===== config.mk =====
export PLATFORM = sky130hd
export DESIGN_NAME = keyed_slot_cache_lfu_aging_top
export DESIGN_NICKNAME = d
export VERILOG_FILES = /design/src/rtl/kslfu_pkg.sv /design/src/rtl/keyed_slot_cache_lfu_aging_top.sv
export SDC_FILE = /design/constraint.sdc
export NUM_CORES = 1
export LEC_CHECK = 0
export BUFFER_PORTS_ARGS = -buffer_cell sky130_fd_sc_hd__buf_2
export CELL_PAD_IN_SITES_DETAIL_PLACEMENT = 2
export CELL_PAD_IN_SITES_GLOBAL_PLACEMENT = 2
export CORE_MARGIN = 5
export CORE_UTILIZATION = 45
export CTS_CLUSTER_DIAMETER = 80
export DETAILED_ROUTE_END_ITERATION = 6
export MAX_ROUTING_LAYER = met4
export PLACE_DENSITY_LB_ADDON = 0.1
export SLEW_MARGIN = 5
export SYNTH_ARGS = -nofsm -noshare
export SYNTH_HDL_FRONTEND = slang
export SYNTH_SLANG_ARGS = --single-unit

===== constraint.sdc =====
create_clock -name clk_i -period 4.5 [get_ports clk_i]
set_input_delay 0.675 -clock clk_i [delete_from_list [all_inputs] [get_ports clk_i]]
set_output_delay 0.675 -clock clk_i [all_outputs]
set_load 0.02 [all_outputs]

===== src/rtl/kslfu_pkg.sv =====
// ============================================================================
// kslfu_pkg
// Shared types and constants of the keyed slot cache with aging LFU eviction.
// ============================================================================
`default_nettype none

package kslfu_pkg;

  localparam int unsigned KeyW  = 16;
  localparam int unsigned SlotW = 3;
  localparam int unsigned UseW  = 8;
  localparam int unsigned InTdataW  = 16;
  localparam int unsigned OutTdataW = 24;

  typedef logic [KeyW-1:0]  key_t;
  typedef logic [UseW-1:0]  use_t;
  typedef logic [SlotW-1:0] slot_t;

  typedef enum logic [2:0] {
    ST_IDLE,
    ST_AGE_RD,
    ST_AGE_WR,
    ST_SCAN,
    ST_UPDATE,
    ST_OUT
  } state_e;

endpackage

`default_nettype wire


===== src/rtl/keyed_slot_cache_lfu_aging_top.sv =====
// ============================================================================
// keyed_slot_cache_lfu_aging_top
// Key lookup cache with round-robin aging and least-used replacement.
// ============================================================================
//
//  Channel   Direction  Payload (tdata / tuser)
//  s_axis    in         tdata: key[15:0]
//  m_axis    out        tdata: slot[2:0], evicted_key[18:3]; tuser: hit
//
//  A lookup runs the aging read and write, then the scan, which reads one slot
//  per cycle from the single read port of the key and usage memories and
//  compares it; a hit stops the scan, a miss scans every slot. The next input
//  can be taken in the cycle after the result has been taken.
//  Reset clears the valid bits; a slot that was never written reads as zero.
//  The block takes no new transaction until the result has been taken.
//
`default_nettype none

module keyed_slot_cache_lfu_aging_top #(
  parameter int unsigned NUM_SLOTS = 8,
  parameter int unsigned MAX_USE   = 127
) (
  input  wire logic                                 clk_i,
  input  wire logic                                 rst_ni,
  input  wire logic                                 s_axis_tvalid_i,
  output logic                                      s_axis_tready_o,
  input  wire logic [kslfu_pkg::InTdataW-1:0]       s_axis_tdata_i,   // key[15:0]
  output logic                                      m_axis_tvalid_o,
  input  wire logic                                 m_axis_tready_i,
  output logic [kslfu_pkg::OutTdataW-1:0]           m_axis_tdata_o,   // slot, evicted_key
  output logic                                      m_axis_tuser_o    // hit
);

  localparam int unsigned IdxW = (NUM_SLOTS > 1) ? $clog2(NUM_SLOTS) : 1;
  localparam logic [IdxW-1:0] LastIdx  = IdxW'(NUM_SLOTS - 1);
  localparam logic [IdxW:0]   NumSlots = (IdxW + 1)'(NUM_SLOTS);
  localparam logic [kslfu_pkg::UseW:0] MaxUseX = (kslfu_pkg::UseW + 1)'(MAX_USE);
  localparam logic [kslfu_pkg::UseW:0] BestInit = {1'b1, {kslfu_pkg::UseW{1'b0}}};
  localparam int unsigned PadW =
    kslfu_pkg::OutTdataW - kslfu_pkg::SlotW - kslfu_pkg::KeyW;

  function automatic kslfu_pkg::use_t bump_use(input kslfu_pkg::use_t u);
    logic [kslfu_pkg::UseW:0] s;
    s = {1'b0, u} + (kslfu_pkg::UseW + 1)'(2);
    if (s > MaxUseX) begin
      s = MaxUseX;
    end
    return s[kslfu_pkg::UseW-1:0];
  endfunction

  kslfu_pkg::state_e state_q, state_d;

  kslfu_pkg::key_t key_mem_q [NUM_SLOTS];
  kslfu_pkg::use_t use_mem_q [NUM_SLOTS];
  logic [NUM_SLOTS-1:0] key_vld_q, use_vld_q;

  kslfu_pkg::key_t key_rdata_q;
  kslfu_pkg::use_t use_rdata_q;
  logic            key_rvld_q, use_rvld_q;
  kslfu_pkg::key_t key_rd;
  kslfu_pkg::use_t use_rd;

  logic            rd_en;
  logic [IdxW-1:0] rd_addr;
  logic            key_we, use_we;
  logic [IdxW-1:0] key_waddr, use_waddr;
  kslfu_pkg::key_t key_wdata;
  kslfu_pkg::use_t use_wdata;

  logic [IdxW-1:0] age_ptr_q, age_ptr_d, age_next;
  kslfu_pkg::key_t key_q, key_d;
  logic [IdxW:0]   scan_cnt_q, scan_cnt_d;
  logic [IdxW-1:0] cmp_idx_q, cmp_idx_d;
  logic            cmp_vld_q, cmp_vld_d;
  logic            hit_q, hit_d;
  logic [IdxW-1:0] match_idx_q, match_idx_d;
  kslfu_pkg::use_t match_use_q, match_use_d;
  logic [kslfu_pkg::UseW:0] best_use_q, best_use_d;
  logic [IdxW-1:0] best_idx_q, best_idx_d;
  kslfu_pkg::key_t best_key_q, best_key_d;

  logic            in_xact, out_xact;
  logic            key_match, scan_last;
  kslfu_pkg::slot_t out_slot;
  kslfu_pkg::key_t  out_evict;

  assign in_xact   = s_axis_tvalid_i && s_axis_tready_o;
  assign out_xact  = m_axis_tvalid_o && m_axis_tready_i;
  assign age_next  = (age_ptr_q == LastIdx) ? '0 : age_ptr_q + IdxW'(1);
  assign key_rd    = key_rvld_q ? key_rdata_q : '0;
  assign use_rd    = use_rvld_q ? use_rdata_q : '0;
  assign key_match = cmp_vld_q && (key_rd == key_q);
  assign scan_last = cmp_vld_q && (cmp_idx_q == LastIdx);

  always_comb begin
    state_d = state_q;
    case (state_q)
      kslfu_pkg::ST_IDLE: begin
        if (in_xact) begin
          state_d = kslfu_pkg::ST_AGE_RD;
        end
      end
      kslfu_pkg::ST_AGE_RD: state_d = kslfu_pkg::ST_AGE_WR;
      kslfu_pkg::ST_AGE_WR: state_d = kslfu_pkg::ST_SCAN;
      kslfu_pkg::ST_SCAN: begin
        if (key_match || scan_last) begin
          state_d = kslfu_pkg::ST_UPDATE;
        end
      end
      kslfu_pkg::ST_UPDATE: state_d = kslfu_pkg::ST_OUT;
      kslfu_pkg::ST_OUT: begin
        if (out_xact) begin
          state_d = kslfu_pkg::ST_IDLE;
        end
      end
      default: state_d = kslfu_pkg::ST_IDLE;
    endcase
  end

  always_comb begin
    s_axis_tready_o = 1'b0;
    m_axis_tvalid_o = 1'b0;
    rd_en       = 1'b0;
    rd_addr     = scan_cnt_q[IdxW-1:0];
    key_we      = 1'b0;
    use_we      = 1'b0;
    key_waddr   = best_idx_q;
    use_waddr   = age_ptr_q;
    key_wdata   = key_q;
    use_wdata   = use_rd - kslfu_pkg::UseW'(1);
    age_ptr_d   = age_ptr_q;
    key_d       = key_q;
    scan_cnt_d  = scan_cnt_q;
    cmp_idx_d   = cmp_idx_q;
    cmp_vld_d   = 1'b0;
    hit_d       = hit_q;
    match_idx_d = match_idx_q;
    match_use_d = match_use_q;
    best_use_d  = best_use_q;
    best_idx_d  = best_idx_q;
    best_key_d  = best_key_q;
    case (state_q)
      kslfu_pkg::ST_IDLE: begin
        s_axis_tready_o = 1'b1;
        if (in_xact) begin
          key_d      = s_axis_tdata_i[kslfu_pkg::KeyW-1:0];
          scan_cnt_d = '0;
          hit_d      = 1'b0;
          best_use_d = BestInit;
          best_idx_d = '0;
          best_key_d = '0;
        end
      end
      kslfu_pkg::ST_AGE_RD: begin
        rd_en     = 1'b1;
        rd_addr   = age_next;
        age_ptr_d = age_next;
      end
      kslfu_pkg::ST_AGE_WR: begin
        use_we = (use_rd != '0);
      end
      kslfu_pkg::ST_SCAN: begin
        if (scan_cnt_q < NumSlots) begin
          rd_en      = 1'b1;
          cmp_vld_d  = 1'b1;
          cmp_idx_d  = scan_cnt_q[IdxW-1:0];
          scan_cnt_d = scan_cnt_q + (IdxW + 1)'(1);
        end
        if (key_match) begin
          hit_d       = 1'b1;
          match_idx_d = cmp_idx_q;
          match_use_d = use_rd;
        end else if (cmp_vld_q && ({1'b0, use_rd} < best_use_q)) begin
          best_use_d = {1'b0, use_rd};
          best_idx_d = cmp_idx_q;
          best_key_d = key_rd;
        end
      end
      kslfu_pkg::ST_UPDATE: begin
        use_we = 1'b1;
        if (hit_q) begin
          use_waddr = match_idx_q;
          use_wdata = bump_use(match_use_q);
        end else begin
          key_we    = 1'b1;
          use_waddr = best_idx_q;
          use_wdata = bump_use('0);
        end
      end
      kslfu_pkg::ST_OUT: begin
        m_axis_tvalid_o = 1'b1;
      end
      default: begin
        s_axis_tready_o = 1'b0;
      end
    endcase
  end

  assign out_slot  = hit_q ? kslfu_pkg::SlotW'(match_idx_q) : kslfu_pkg::SlotW'(best_idx_q);
  assign out_evict = hit_q ? '0 : best_key_q;
  assign m_axis_tdata_o = {{PadW{1'b0}}, out_evict, out_slot};
  assign m_axis_tuser_o = hit_q;

  always_ff @(posedge clk_i) begin
    if (key_we) begin
      key_mem_q[key_waddr] <= key_wdata;
    end
    if (use_we) begin
      use_mem_q[use_waddr] <= use_wdata;
    end
    if (rd_en) begin
      key_rdata_q <= key_mem_q[rd_addr];
      use_rdata_q <= use_mem_q[rd_addr];
    end
  end

  always_ff @(posedge clk_i or negedge rst_ni) begin
    if (!rst_ni) begin
      state_q    <= kslfu_pkg::ST_IDLE;
      key_vld_q  <= '0;
      use_vld_q  <= '0;
      key_rvld_q <= 1'b0;
      use_rvld_q <= 1'b0;
      age_ptr_q  <= '0;
      scan_cnt_q <= '0;
      cmp_vld_q  <= 1'b0;
      hit_q      <= 1'b0;
      match_idx_q <= '0;
      best_idx_q <= '0;
    end else begin
      state_q    <= state_d;
      age_ptr_q  <= age_ptr_d;
      scan_cnt_q <= scan_cnt_d;
      cmp_vld_q  <= cmp_vld_d;
      hit_q      <= hit_d;
      match_idx_q <= match_idx_d;
      best_idx_q <= best_idx_d;
      if (key_we) begin
        key_vld_q[key_waddr] <= 1'b1;
      end
      if (use_we) begin
        use_vld_q[use_waddr] <= 1'b1;
      end
      if (rd_en) begin
        key_rvld_q <= key_vld_q[rd_addr];
        use_rvld_q <= use_vld_q[rd_addr];
      end
    end
  end

  always_ff @(posedge clk_i) begin
    key_q       <= key_d;
    cmp_idx_q   <= cmp_idx_d;
    match_use_q <= match_use_d;
    best_use_q  <= best_use_d;
    best_key_q  <= best_key_d;
  end

  a_accept_starts_aging: assert property (@(posedge clk_i) disable iff (!rst_ni)
    in_xact |=> (state_q == kslfu_pkg::ST_AGE_RD))
    else $error("Accepted transaction did not start the aging step.");

  a_hit_has_no_eviction: assert property (@(posedge clk_i) disable iff (!rst_ni)
    (m_axis_tvalid_o && m_axis_tuser_o) |-> (m_axis_tdata_o[18:3] == '0))
    else $error("A hit reported a nonzero evicted key.");

  a_usage_bounded: assert property (@(posedge clk_i) disable iff (!rst_ni)
    use_we |-> (use_wdata <= kslfu_pkg::UseW'(MAX_USE)))
    else $error("Usage count written above its ceiling.");

  a_no_write_during_scan: assert property (@(posedge clk_i) disable iff (!rst_ni)
    (state_q == kslfu_pkg::ST_SCAN) |-> (!key_we && !use_we))
    else $error("Memory written while the scan reads it.");

  a_result_then_idle: assert property (@(posedge clk_i) disable iff (!rst_ni)
    out_xact |=> (state_q == kslfu_pkg::ST_IDLE))
    else $error("Block did not return to idle after the result transaction.");

endmodule

`default_nettype wire


After elaboration in Yosys (flattened, before gate mapping)
Memories as Yosys holds them, arrays and structs flattened. A register that Yosys moved wholly into a read port is not among the register bits.
Index checks and enable logic that the tools add are counted.

cells by class
  $add $sub $neg = 4
  order comparisons = 8
  eq/ne operators = 15
  muxes and demuxes = 52
  bitwise logic cells = 2
  reduce and logical (&&, ||, !) cells = 18

operators with widths
  operator                                                    count
  two-way mux 16 bit                                          5
  two-way mux 8 bit                                           4
  case mux 16 bit (2 select lines)                            1
  two-way mux 3 bit                                           10
  two-way mux 9 bit                                           3
  case mux 3 bit (6 select lines)                             1
  case mux 9 bit (2 select lines)                             1
  equality test 16 bit                                        1
  two-way mux 1 bit                                           16
  bitwise OR 8 bit                                            2
  inequality test 2 bit, second input constant                7
  equality test 3 bit, second input constant                  4
  less-than comparator 3 x 4 -> 1 bit, second input constant  3
  adder 8 x 2 -> 9 bit, second input constant                 1
  > comparator 9 x 7 -> 1 bit, second input constant          1
  less-than comparator 8 x 9 -> 1 bit                         1
  AND reduction 3 bit                                         3
  two-way mux 4 bit                                           2
  case mux 4 bit (2 select lines)                             1
  nonzero test 8 bit                                          1
  subtractor 8 x 1 -> 8 bit, second input constant            1
  logical AND 1 bit                                           7
  binary-select mux 1 bit (select 3 bit)                      2
  demux 1 bit (select 3 bit)                                  2
  13 further kinds                                            19

storage, ports and cells
  flip-flop bits (word level) = 88
  memory bits (writable) = 192
  bits of input ports = 20
  word-level logic and storage cells = 117
  memories = 2

memory list
  memory     depth  width  read ports  clocked after memory_dff  write ports  line                                  text
  key_mem_q  8      16     1           1                         1            keyed_slot_cache_lfu_aging_top.sv:53  kslfu_pkg::key_t key_mem_q [NUM_SLOTS];
  use_mem_q  8      8      1           1                         1            keyed_slot_cache_lfu_aging_top.sv:54  kslfu_pkg::use_t use_mem_q [NUM_SLOTS];

Depth between registers and ports, before layout
Gate-level depths: netlist (run 1).

  depth in word-level cells = 7
  mapped depth = 10

Worst setup path after synthesis (run 1)
OpenSTA, ideal clock, no wires.

  path kind = reg2reg
  start = reg key_q[2]
  end = reg best_key_q[0] (enable)
  library setup time = 432 ps
  arrival time = 2418 ps
  data required time = 4068 ps
  setup slack = 1651 ps
  cell stages (with the launch flop) = 8
  buffers on the path = 0
  clock period less this slack = 2849 ps
  cells stage by stage = edfxtp_1 -> xnor2_1 -> nand4_1 -> o211a_1 -> or2_2 -> or4_1 -> nand3_1 -> nand2_1

between the ends
  word-level cells in the longest chain between the ends = 4

RTL lines
  element                          line                                   text
  start, declared                  keyed_slot_cache_lfu_aging_top.sv:71   kslfu_pkg::key_t key_q, key_d;
  start signal, assigned           keyed_slot_cache_lfu_aging_top.sv:252  key_q <= key_d;
  equality test 16 bit             keyed_slot_cache_lfu_aging_top.sv:92   assign key_match = cmp_vld_q && (key_rd == key_q);
  logical AND 1 bit                keyed_slot_cache_lfu_aging_top.sv:92
  inequality test 2 bit (no line)  --
  AND reduction 4 bit (no line)    --
  end signal, assigned             keyed_slot_cache_lfu_aging_top.sv:256  best_key_q <= best_key_d;
  end, declared                    keyed_slot_cache_lfu_aging_top.sv:80   kslfu_pkg::key_t best_key_q, best_key_d;

Every way passes these cells.
A chain may end at the register's enable or synchronous reset.

Worst setup path in the final report (run 1)
  start = reg key_rvld_q
  end = reg best_use_q[1] (netlist name) (enable)

between the ends
  word-level cells in the longest chain between the ends = 5

RTL lines
  element                          line                                   text
  start, declared                  keyed_slot_cache_lfu_aging_top.sv:59   logic key_rvld_q, use_rvld_q;
  start signal, assigned           keyed_slot_cache_lfu_aging_top.sv:245  key_rvld_q <= key_vld_q[rd_addr];
  two-way mux 16 bit               keyed_slot_cache_lfu_aging_top.sv:90   assign key_rd = key_rvld_q ? key_rdata_q : '0;
  equality test 16 bit             keyed_slot_cache_lfu_aging_top.sv:92
  logical AND 1 bit                keyed_slot_cache_lfu_aging_top.sv:92
  inequality test 2 bit (no line)  --
  AND reduction 4 bit (no line)    --
  end signal, assigned             keyed_slot_cache_lfu_aging_top.sv:255  best_use_q <= best_use_d;
  end, declared                    keyed_slot_cache_lfu_aging_top.sv:78   logic [kslfu_pkg::UseW:0] best_use_q, best_use_d;

Every way passes these cells.

==> results of run 1 <==
state kept, by name (all words and copies together) (netlist names):
| signal | cells |
|---|---|
| best_use_q | 9 |
| use_vld_q | 8 |
| cmp_vld_q | 1 |
| use_rdata_q | 8 |
| use_mem_q | 64 |
| use_rvld_q | 1 |
| match_use_q | 8 |
| key_rdata_q | 16 |
| key_rvld_q | 1 |
| match_idx_q | 3 |
| state_q | 3 |
| m_axis_tuser_o | 1 |
| key_vld_q | 8 |
| key_mem_q | 128 |
| cmp_idx_q | 3 |
| key_q | 16 |
| best_key_q | 16 |
| best_idx_q | 3 |
| scan_cnt_q | 4 |
| age_ptr_q | 3 |
cells by family (layout without fill, tap and decap cells):
logic type | after synthesis | after routing
other | 1 | 5
muxes | 92 | 92
and+or+nand+nor | 197 | 197
adders and majority gates | 13 | 13
buffers and inverters | 61 | 153
xor gates and xnor gates | 15 | 15
DFF | 304 | 304
AOI/OAI and AO/OA | 66 | 66
final cells by class:
class | count | area, um2
fillers | 2508 | 13300
clock inverters | 9 | 87.6
flip-flops and latches | 304 | 8950
multi-input cells | 388 | 3490
inverters | 27 | 101
clock buffers | 55 | 1040
well taps | 378 | 473
repair buffers | 62 | 388
cell usage after synthesis (6+ instances only):
cell      count  area (um2)
nor2b_1      17         106
dfrtp_1      36         901
nand4_1       7        43.8
or2_2        17         106
nand2_1      49         184
xnor2_1      10        87.6
o21ai_0      19        95.1
buf_6         6        67.6
clkbuf_1     12        45.0
mux2_2       32         360
inv_1        27         101
mux2i_1      10         100
mux4_2       22         495
nand3_1       7        35.0
and3_1       15        93.8
ha_1         13         163
nor2_1       52         195
edfxtp_1    268        8050
nor3_1        9        45.0
buf_2        10        50.1
a21oi_1      10        50.1
mux4_1       28         736
routing by layer:
layer  part of all wire, %  GRT usage, %  vias up  wire length (um)
met2                    51          39.5      188             18000
met5                     0             -        -                 0
met4                   2.2          5.90        0               782
li1                      -             -     3047                 -
met1                    43          31.8     3796             15300
met3                   4.0          3.09       54              1400
power by group through the flow:
stage | registers [uW] | logic (uW) | clock network (uW)
2_1_floorplan | 3090 | 6.96 | 0
3_3_place_gp | 3090 | 18.3 | 0
3_5_place_dp | 3090 | 19.9 | 0
4_1_cts | 3030 | 20.1 | 2850
5_1_grt | 3030 | 22.3 | 2990
6_report | 3030 | 19.9 | 2790
final timing paths:
path | startpoint | endpoint
setup / recovery | key_rvld_q | best_use_q[1]
hold / removal | rst_ni | key_vld_q[2]
setup reg to reg | key_rvld_q | best_use_q[1]
hold reg to reg | key_vld_q[1] | key_vld_q[1]
max in group asynchronous | rst_ni | state_q[0]
min in group clk_i | s_axis_tdata_i[10] | key_q[10]
critical path, cell delays in order (launching register included):
cell,delay [ns]
dfrtp_1,1.12
nand4b_1,0.19
a2bb2oi_1,0.18
a22oi_1,0.36
nand4_1,0.20
or4_1,0.68
nand3_1,0.26
nand2_1,0.08
buf_4,0.26
through the flow:
stage	total power, uW	area, um2	worst slack [ns]	utilization [%]
2_1_floorplan	3100	12700	1.65	-
3_3_place_gp	3110	13400	1.19	48.2
3_5_place_dp	3110	13400	0.928	48.2
4_1_cts	5900	14500	0.849	52.3
5_1_grt	6040	14500	0.626	52.3
6_report	5840	14500	0.860	52.3
==> flow_metrics.py, run 1 <==
metrics = {
    "global_routing": {
        "overflow": 0,
        "grt_max_degree": 39,
        "grt_pass1_vias": 8024,
        "globalRouteTotalUtil_pct": 23.9,
        "grt_first_pass_wirelength_mm": 53.6,
        "antenna_found_initial": 0,
    },
    "clock_network": {
        "clockRootBuffer": "clkbuf_16",
        "clk_latency_ns": 0.52,
        "cts_tree": "done",
        "htree_levels": 2,
        "post-cts-setup-buffer-count": 0,
        "cts-hold-fix-buffers": 0,
        "cts_sinks": 304,
        "cts_buffers": 35,
        "path_clk_slew_ns": 0.06,
        "ctsResizeCount": 0,
        "clk_path_buf_depth": 3,
    },
    "synthesis": {
        "synth-edff-count": 268,
        "async_reset_ff_share_pct": 11.8,
        "synth_fa_ha_area_share_pct": 1.28,
        "ys_types": 55,
        "synth-compound-area-share_pct": 3.52,
        "synth_top_family_by_area": "multiplexers",
        "ys_warn_count": 0,
        "syn_avg_cell_area_um2": 16.9,
        "syn_inst": 749,
        "synth-simple-area-share_pct": 7.86,
        "ys_ff_latch": 304,
        "synthMuxAreaShare_pct": 13.3,
        "ys_seq_area_share_pct": 70.5,
        "syn-cell-area_um2": 12700,
        "synth_xor_area_share_pct": 1.04,
        "synth_flop_cell": "edfxtp_1",
    },
    "finish": {
        "final_common_cell": "edfxtp_1",
        "area_delta_synth_final_pct": 14.5,
        "diodes": 0,
        "final_cells": 1223,
        "drive_gt1_share_pct": 22.4,
        "layout_common_cells": "edfxtp_1 (268), nor2_1 (52), nand2_1 (49), buf_2 (41), clkbuf_16 (37)",
        "nNetsFinal": 851,
    },
    "setup_path": {
        "cp.required_ns": 4.72,
        "worstPathMaxFanout": 38,
        "arrival_ns": 3.86,
        "worst_r2r_path_depth": 8,
        "worst_setup_path_end_kind": "register",
        "rrSetupSlack_ns": 0.86,
        "crit_type": "register to register",
        "start_kind": "register",
    },
    "placed_design": {
        "dp_cells": 1159,
        "gp_congestion": 0.763,
        "post-dp-hpwl_mm": 22.8,
        "io_buffer_count": 41,
    },
    "routing": {
        "drtIter0Drc": 507,
        "drt_first_pass_iters": 5,
        "wl_mm": 35.5,
        "vias": 7085,
        "drc_errors": 0,
        "viasPerCell": 5.79,
        "wire_per_inst_um": 29.0,
        "ant_nets": 0,
    },
    "power": {
        "p_per_area_nw_per_um2": 402,
        "clkPwrFrac_pct": 47.8,
        "power_switching_uw": 1150,
        "p_comb_share_pct": 0.3,
        "internal_power_uw": 4700,
        "ir_worst_vdd_uv": 296,
        "switching_share_pct": 19.6,
        "leakage_uw": 0.00571,
        "pwr-share-seq_pct": 51.9,
    },
    "worst_hold_path": {
        "hp-class": "input port to async pin",
    },
    "status": {
        "status": "finished, final reports clean",
    },
    "sta": {
        "worst_slew_pin_slew_ns": 1.21,
        "fin_setup_tns_ns": 0,
        "hold_slack_ns": 0.287,
        "timing.final.hold_violations": 0,
        "setup_viol": 0,
        "clock.fmax_mhz": 275,
        "rsz0062_at_grt": "false",
        "fin_crit_sh_pct": 80.9,
        "max-slew-margin-rel_pct": 18.8,
        "fin_crit_ns": 3.64,
        "finalMaxSlewViolations": 0,
        "clock_skew_ns": 0.0164,
    },
    "floorplanning": {
        "die_h_um": 178,
        "rows": 61,
        "core_um2": 27800,
        "dieArea_um2": 31700,
        "initial_utilization_pct": 45.7,
        "io_pins": 47,
        "die_w_um": 178,
    },
    "job": {
        "maxCapViolations": 0,
    },
}
Power figures use the tool's default switching activity.
==> inputs of run 2 (changes only) <==
==> constraint.sdc (replaced) <==
create_clock -name clk_i -period 3.7 [get_ports clk_i]
set_input_delay 0.555 -clock clk_i [delete_from_list [all_inputs] [get_ports clk_i]]
set_output_delay 0.555 -clock clk_i [all_outputs]
set_load 0.02 [all_outputs]
==> flow_metrics.py, run 2 (same netlist as run 1, synthesis figures left out) <==
metrics = {
    "status": {
        "status": "finished, final reports clean",
    },
    "clock_network": {
        "cts_tree": "done",
        "clk_latency_ns": 0.53,
        "ctsResizeCount": 0,
        "htree_levels": 2,
        "clk_path_buf_depth": 3,
        "path_clk_slew_ns": 0.06,
        "cts_sinks": 304,
        "clockRootBuffer": "clkbuf_16",
        "post-cts-setup-buffer-count": 0,
        "cts-hold-fix-buffers": 0,
        "cts_buffers": 35,
    },
    "placed_design": {
        "post-dp-hpwl_mm": 21.5,
        "io_buffer_count": 41,
        "gp_congestion": 0.786,
    },
    "routing": {
        "drtIter0Drc": 528,
        "viasPerCell": 5.68,
        "wl_mm": 33.7,
        "drt_first_pass_iters": 5,
        "drc_errors": 0,
        "ant_nets": 0,
        "vias": 6976,
        "wire_per_inst_um": 27.5,
    },
    "floorplanning": {
        "io_pins": 47,
        "core_um2": 27800,
        "rows": 61,
        "die_w_um": 178,
        "die_h_um": 178,
        "initial_utilization_pct": 45.7,
        "dieArea_um2": 31700,
    },
    "finish": {
        "nNetsFinal": 856,
        "layout_common_cells": "edfxtp_1 (268), nor2_1 (52), nand2_1 (49), buf_2 (41), dfrtp_1 (36)",
        "drive_gt1_share_pct": 23.6,
        "final_common_cell": "edfxtp_1",
        "top_register": "key_mem_q",
        "area_delta_synth_final_pct": 15.6,
        "largest_register_ffs": 128,
        "reg_top3": "key_mem_q: 128 flops, use_mem_q: 64 flops",
        "diodes": 0,
    },
    "sta": {
        "clock.fmax_mhz": 326,
        "rsz0062_at_grt": "false",
        "fin_setup_tns_ns": 0,
        "hold_slack_ns": 0.182,
        "fin_crit_sh_pct": 82.8,
        "timing.final.hold_violations": 0,
        "clock_skew_ns": 0.0203,
        "fin_crit_ns": 3.06,
        "worst_slew_pin_slew_ns": 1.28,
        "max-slew-margin-rel_pct": 13.5,
        "finalMaxSlewViolations": 0,
        "setup_viol": 0,
    },
    "setup_path": {
        "cp.required_ns": 3.97,
        "arrival_ns": 3.34,
        "crit_start": "state_q[2]",
        "worst_setup_path_end_kind": "register",
        "crit_type": "register to register",
        "r2r-end": "key_rdata_q[10]",
        "rrSetupSlack_ns": 0.64,
        "start_kind": "register",
        "worst_r2r_path_depth": 5,
        "reg2reg_from": "state_q[2]",
        "worstPathMaxFanout": 54,
    },
    "power": {
        "p_per_area_nw_per_um2": 501,
        "finalPower_uw": 7360,
        "leakage_uw": 0.00580,
        "ir_worst_vdd_uv": 401,
    },
    "global_routing": {
        "grt_pass1_vias": 7775,
        "grt_first_pass_wirelength_mm": 51.1,
        "grt_max_degree": 55,
        "overflow": 0,
        "globalRouteTotalUtil_pct": 22.6,
        "antenna_found_initial": 0,
    },
    "job": {
        "maxCapViolations": 0,
    },
    "worst_hold_path": {
        "hp-class": "input port to async pin",
    },
}
-- run 2: cell types whose count changed in the layout (fill, tap and decap cells not counted), sizes merged --
cell	delta
clkinvlp	-2
clkbuf	-11
bufinv	+5
buf	+5
clkinv	+8
-- run 2: metal layers --
metal,global-route usage [%],up-vias,wire [um]
met5,-,-,0
met1,31.1,3723,15100
li1,-,3049,-
met4,5.51,0,636
met2,36.2,159,16600
met3,3.05,45,1390
-- run 2: worst max-delay path by stage --
| stage | endpoint | slack [ns] | cells past startpoint |
|---|---|---|---|
| after floorplan | best_key_q[0] | 0.85 | 7 |
| after global placement | use_rdata_q[0] | 0.75 | 5 |
| after detailed placement | use_rdata_q[0] | 0.65 | 5 |
| after CTS | use_rdata_q[1] | 0.61 | 5 |
| after global routing | use_vld_q[6] | 0.52 | 9 |
| final | key_rdata_q[10] | 0.64 | 5 |
-- run 2: final cells by class --
cell class / count / area, um2
multi-input combinational: 388 / 3490
timing repair buffer: 67 / 425
clock inverter: 20 / 304
fill: 2476 / 13100
tap: 378 / 473
inverter: 27 / 101
sequential: 304 / 8950
clock buffer: 44 / 930
-- run 2: worst max-delay path, stage by stage (launching register included) --
cell and delay (ns):
dfrtp_1 0.49, or3b_1 0.68, a21oi_4 0.27, buf_12 0.36
mux4_1 0.61, mux2_2 0.29
-- run 2: per-stage QoR --
step | util (%) | cells | setup slack (ns) | cell area [um2]
6_report | 52.8 | 1228 | 0.636 | 14700
5_1_grt | 52.8 | 1228 | 0.523 | 14700
4_1_cts | 52.8 | 1228 | 0.614 | 14700
3_5_place_dp | 48.4 | 1164 | 0.648 | 13400
3_3_place_gp | 48.4 | 1164 | 0.746 | 13400
2_1_floorplan | - | 753 | 0.851 | 12700
-- run 2: power by group --
| part | internal (uW) | switching [uW] | leakage [uW] |
|---|---|---|---|
| combinational | 6.93 | 16.8 | 0.00224 |
| sequential | 3680 | 0 | 0.00296 |
| clock | 2230 | 1410 | 0.000605 |
| total | 5930 | 1430 | 0.00580 |
==> inputs of run 3 (changes only) <==
--- a/config.mk
+++ b/config.mk
@@ -9,7 +9,7 @@
 export CELL_PAD_IN_SITES_DETAIL_PLACEMENT = 2
 export CELL_PAD_IN_SITES_GLOBAL_PLACEMENT = 2
 export CORE_MARGIN = 5
-export CORE_UTILIZATION = 45
+export CORE_UTILIZATION = 42
 export CTS_CLUSTER_DIAMETER = 80
 export DETAILED_ROUTE_END_ITERATION = 6
 export MAX_ROUTING_LAYER = met4
==> constraint.sdc (replaced) <==
create_clock -name clk_i -period 2.5 [get_ports clk_i]
set_input_delay 0.375 -clock clk_i [delete_from_list [all_inputs] [get_ports clk_i]]
set_output_delay 0.375 -clock clk_i [all_outputs]
set_load 0.02 [all_outputs]
==> flow_metrics.py, run 3 (same netlist as run 1, synthesis figures left out) <==
metrics = {
    "routing": {
        "wire_per_inst_um": 29.4,
        "drc_errors": 0,
        "ant_nets": 0,
        "vias": 7650,
        "wl_mm": 39.3,
        "drt_first_pass_iters": 5,
        "viasPerCell": 5.72,
        "drtIter0Drc": 675,
    },
    "sta": {
        "rsz0062_at_grt": "true",
        "finalMaxSlewViolations": 0,
        "timing.final.hold_violations": 0,
        "setup_viol": 16,
        "clock_skew_ns": 0.0240,
        "clock.fmax_mhz": 397,
        "fin_crit_ns": 2.52,
        "max-slew-margin-rel_pct": 40.2,
        "worst_slew_pin_slew_ns": 0.897,
        "fin_crit_sh_pct": 101,
        "hold_slack_ns": 0.00569,
        "fin_ws_ns": -0.0200,
    },
    "finish": {
        "regArea_um2": 8950,
        "final_common_cell": "edfxtp_1",
        "diodes": 0,
        "reg_top3": "key_mem_q: 128 flops, use_mem_q: 64 flops",
        "top_register": "key_mem_q",
        "nNetsFinal": 956,
        "multi_input_area_um2": 3610,
        "fillers": 2626,
        "final_cell_area_um2": 15800,
        "largest_register_ffs": 128,
        "layout_common_cells": "edfxtp_1 (268), buf_4 (86), mux4_2 (49), nand2_1 (44), clkbuf_16 (44)",
        "drive_gt1_share_pct": 36.6,
        "final_util_pct": 53.2,
        "area_delta_synth_final_pct": 24.5,
    },
    "clock_network": {
        "path_clk_slew_ns": 0.06,
        "clk_path_buf_depth": 3,
        "cts-hold-fix-buffers": 0,
        "htree_levels": 2,
        "clockRootBuffer": "clkbuf_16",
        "clk_latency_ns": 0.51,
        "cts_buffers": 34,
        "cts_tree": "done",
        "cts_sinks": 304,
    },
    "setup_path": {
        "cp.required_ns": 2.75,
        "start_kind": "register",
        "crit_type": "register to register",
        "worst_setup_path_end_kind": "register",
        "rrSetupSlack_ns": -0.02,
        "arrival_ns": 2.77,
        "cp_num_buf_inv": 2,
        "cp_slowest_cell": "or4_4",
        "critPathTopFamily": "simple AND/OR/NAND/NOR gates",
        "max_stage_delay_ns": 0.58,
        "worstPathMaxFanout": 6,
        "path_cells": "buf_6 -> nand4b_1 -> a2bb2oi_2 -> a22oi_2 -> nand4_1 -> or4_4 -> nand3_4 -> buf_12 -> nand2_8",
    },
    "floorplanning": {
        "die_h_um": 184,
        "dieArea_um2": 33800,
        "rows": 63,
        "core_um2": 29700,
        "initial_utilization_pct": 42.7,
        "io_pins": 47,
        "die_w_um": 184,
    },
    "placed_design": {
        "dp_slack_ns": -0.187,
        "io_buffer_count": 41,
        "gp_congestion": 0.770,
        "dpl_cell_area_um2": 14200,
        "post-dp-hpwl_mm": 24.1,
    },
    "global_routing": {
        "overflow": 0,
        "globalRouteTotalUtil_pct": 22.7,
        "grt_max_degree": 37,
        "grt_pass1_vias": 8299,
        "antenna_found_initial": 1,
        "grt_first_pass_wirelength_mm": 55.4,
    },
    "power": {
        "leakage_uw": 0.00624,
        "p_per_area_nw_per_um2": 645,
        "ir_worst_vdd_uv": 550,
        "finalPower_uw": 10200,
    },
    "status": {
        "violations": "setup timing",
        "status": "complete, but fails checks",
    },
    "worst_hold_path": {
        "hp-class": "input port to async pin",
    },
    "job": {
        "maxCapViolations": 0,
    },
}
run 3: changes by cell type in the layout (fill, tap and decap cells not counted), sizes merged:
cell and delta:
buf +92, clkbuf +9, bufinv -6, clkinvlp +2, nand2 +2, inv -1
run 3: layout make-up:
class,instances,area share (%)
sequential,304,56.7
multi-input combinational,390,22.8
timing repair buffer,166,10.2
clock buffer,46,6.07
tap,390,3.09
inverter,27,0.642
clock inverter,15,0.475
run 3: where the power goes:
part	switching [uW]	total (uW)	internal, uW
sequential	0	5450	5450
clock	2010	4700	2700
combinational	24.1	34.4	10.3
run 3: per-stage QoR:
stage | TNS [ns] | std cells
floorplan | -0.677 | 753
global placement | -0.894 | 1243
detailed placement | -6.60 | 1243
CTS | -0.130 | 1318
global route | -1.73 | 1338
finish | -0.166 | 1338
run 3: metal layers:
| metal | GRT usage [%] | share of wire [%] |
|---|---|---|
| met4 | 5.00 | 1.8 |
| met1 | 31.4 | 44 |
| met3 | 2.55 | 5.1 |
| met5 | - | 0 |
| met2 | 36.8 | 49 |
run 3: final timing paths:
check,start,end,cells after the start
worst max-delay path,key_rdata_q[4],best_use_q[7],9
worst min-delay path,rst_ni,key_vld_q[6],1
worst min register to register,use_vld_q[1],use_vld_q[1],1
min in group clk_i,s_axis_tdata_i[7],key_q[7],1
worst max register to register,key_rdata_q[4],best_use_q[7],9
max in group asynchronous,rst_ni,use_rvld_q,1
run 3: what timing repair did:
action,4_1_cts,5_1_grt
pin swaps,3,9
setup buffers,10,12
setup endpoints to repair,109,142
cloned,4,8
gates resized for setup,22,70
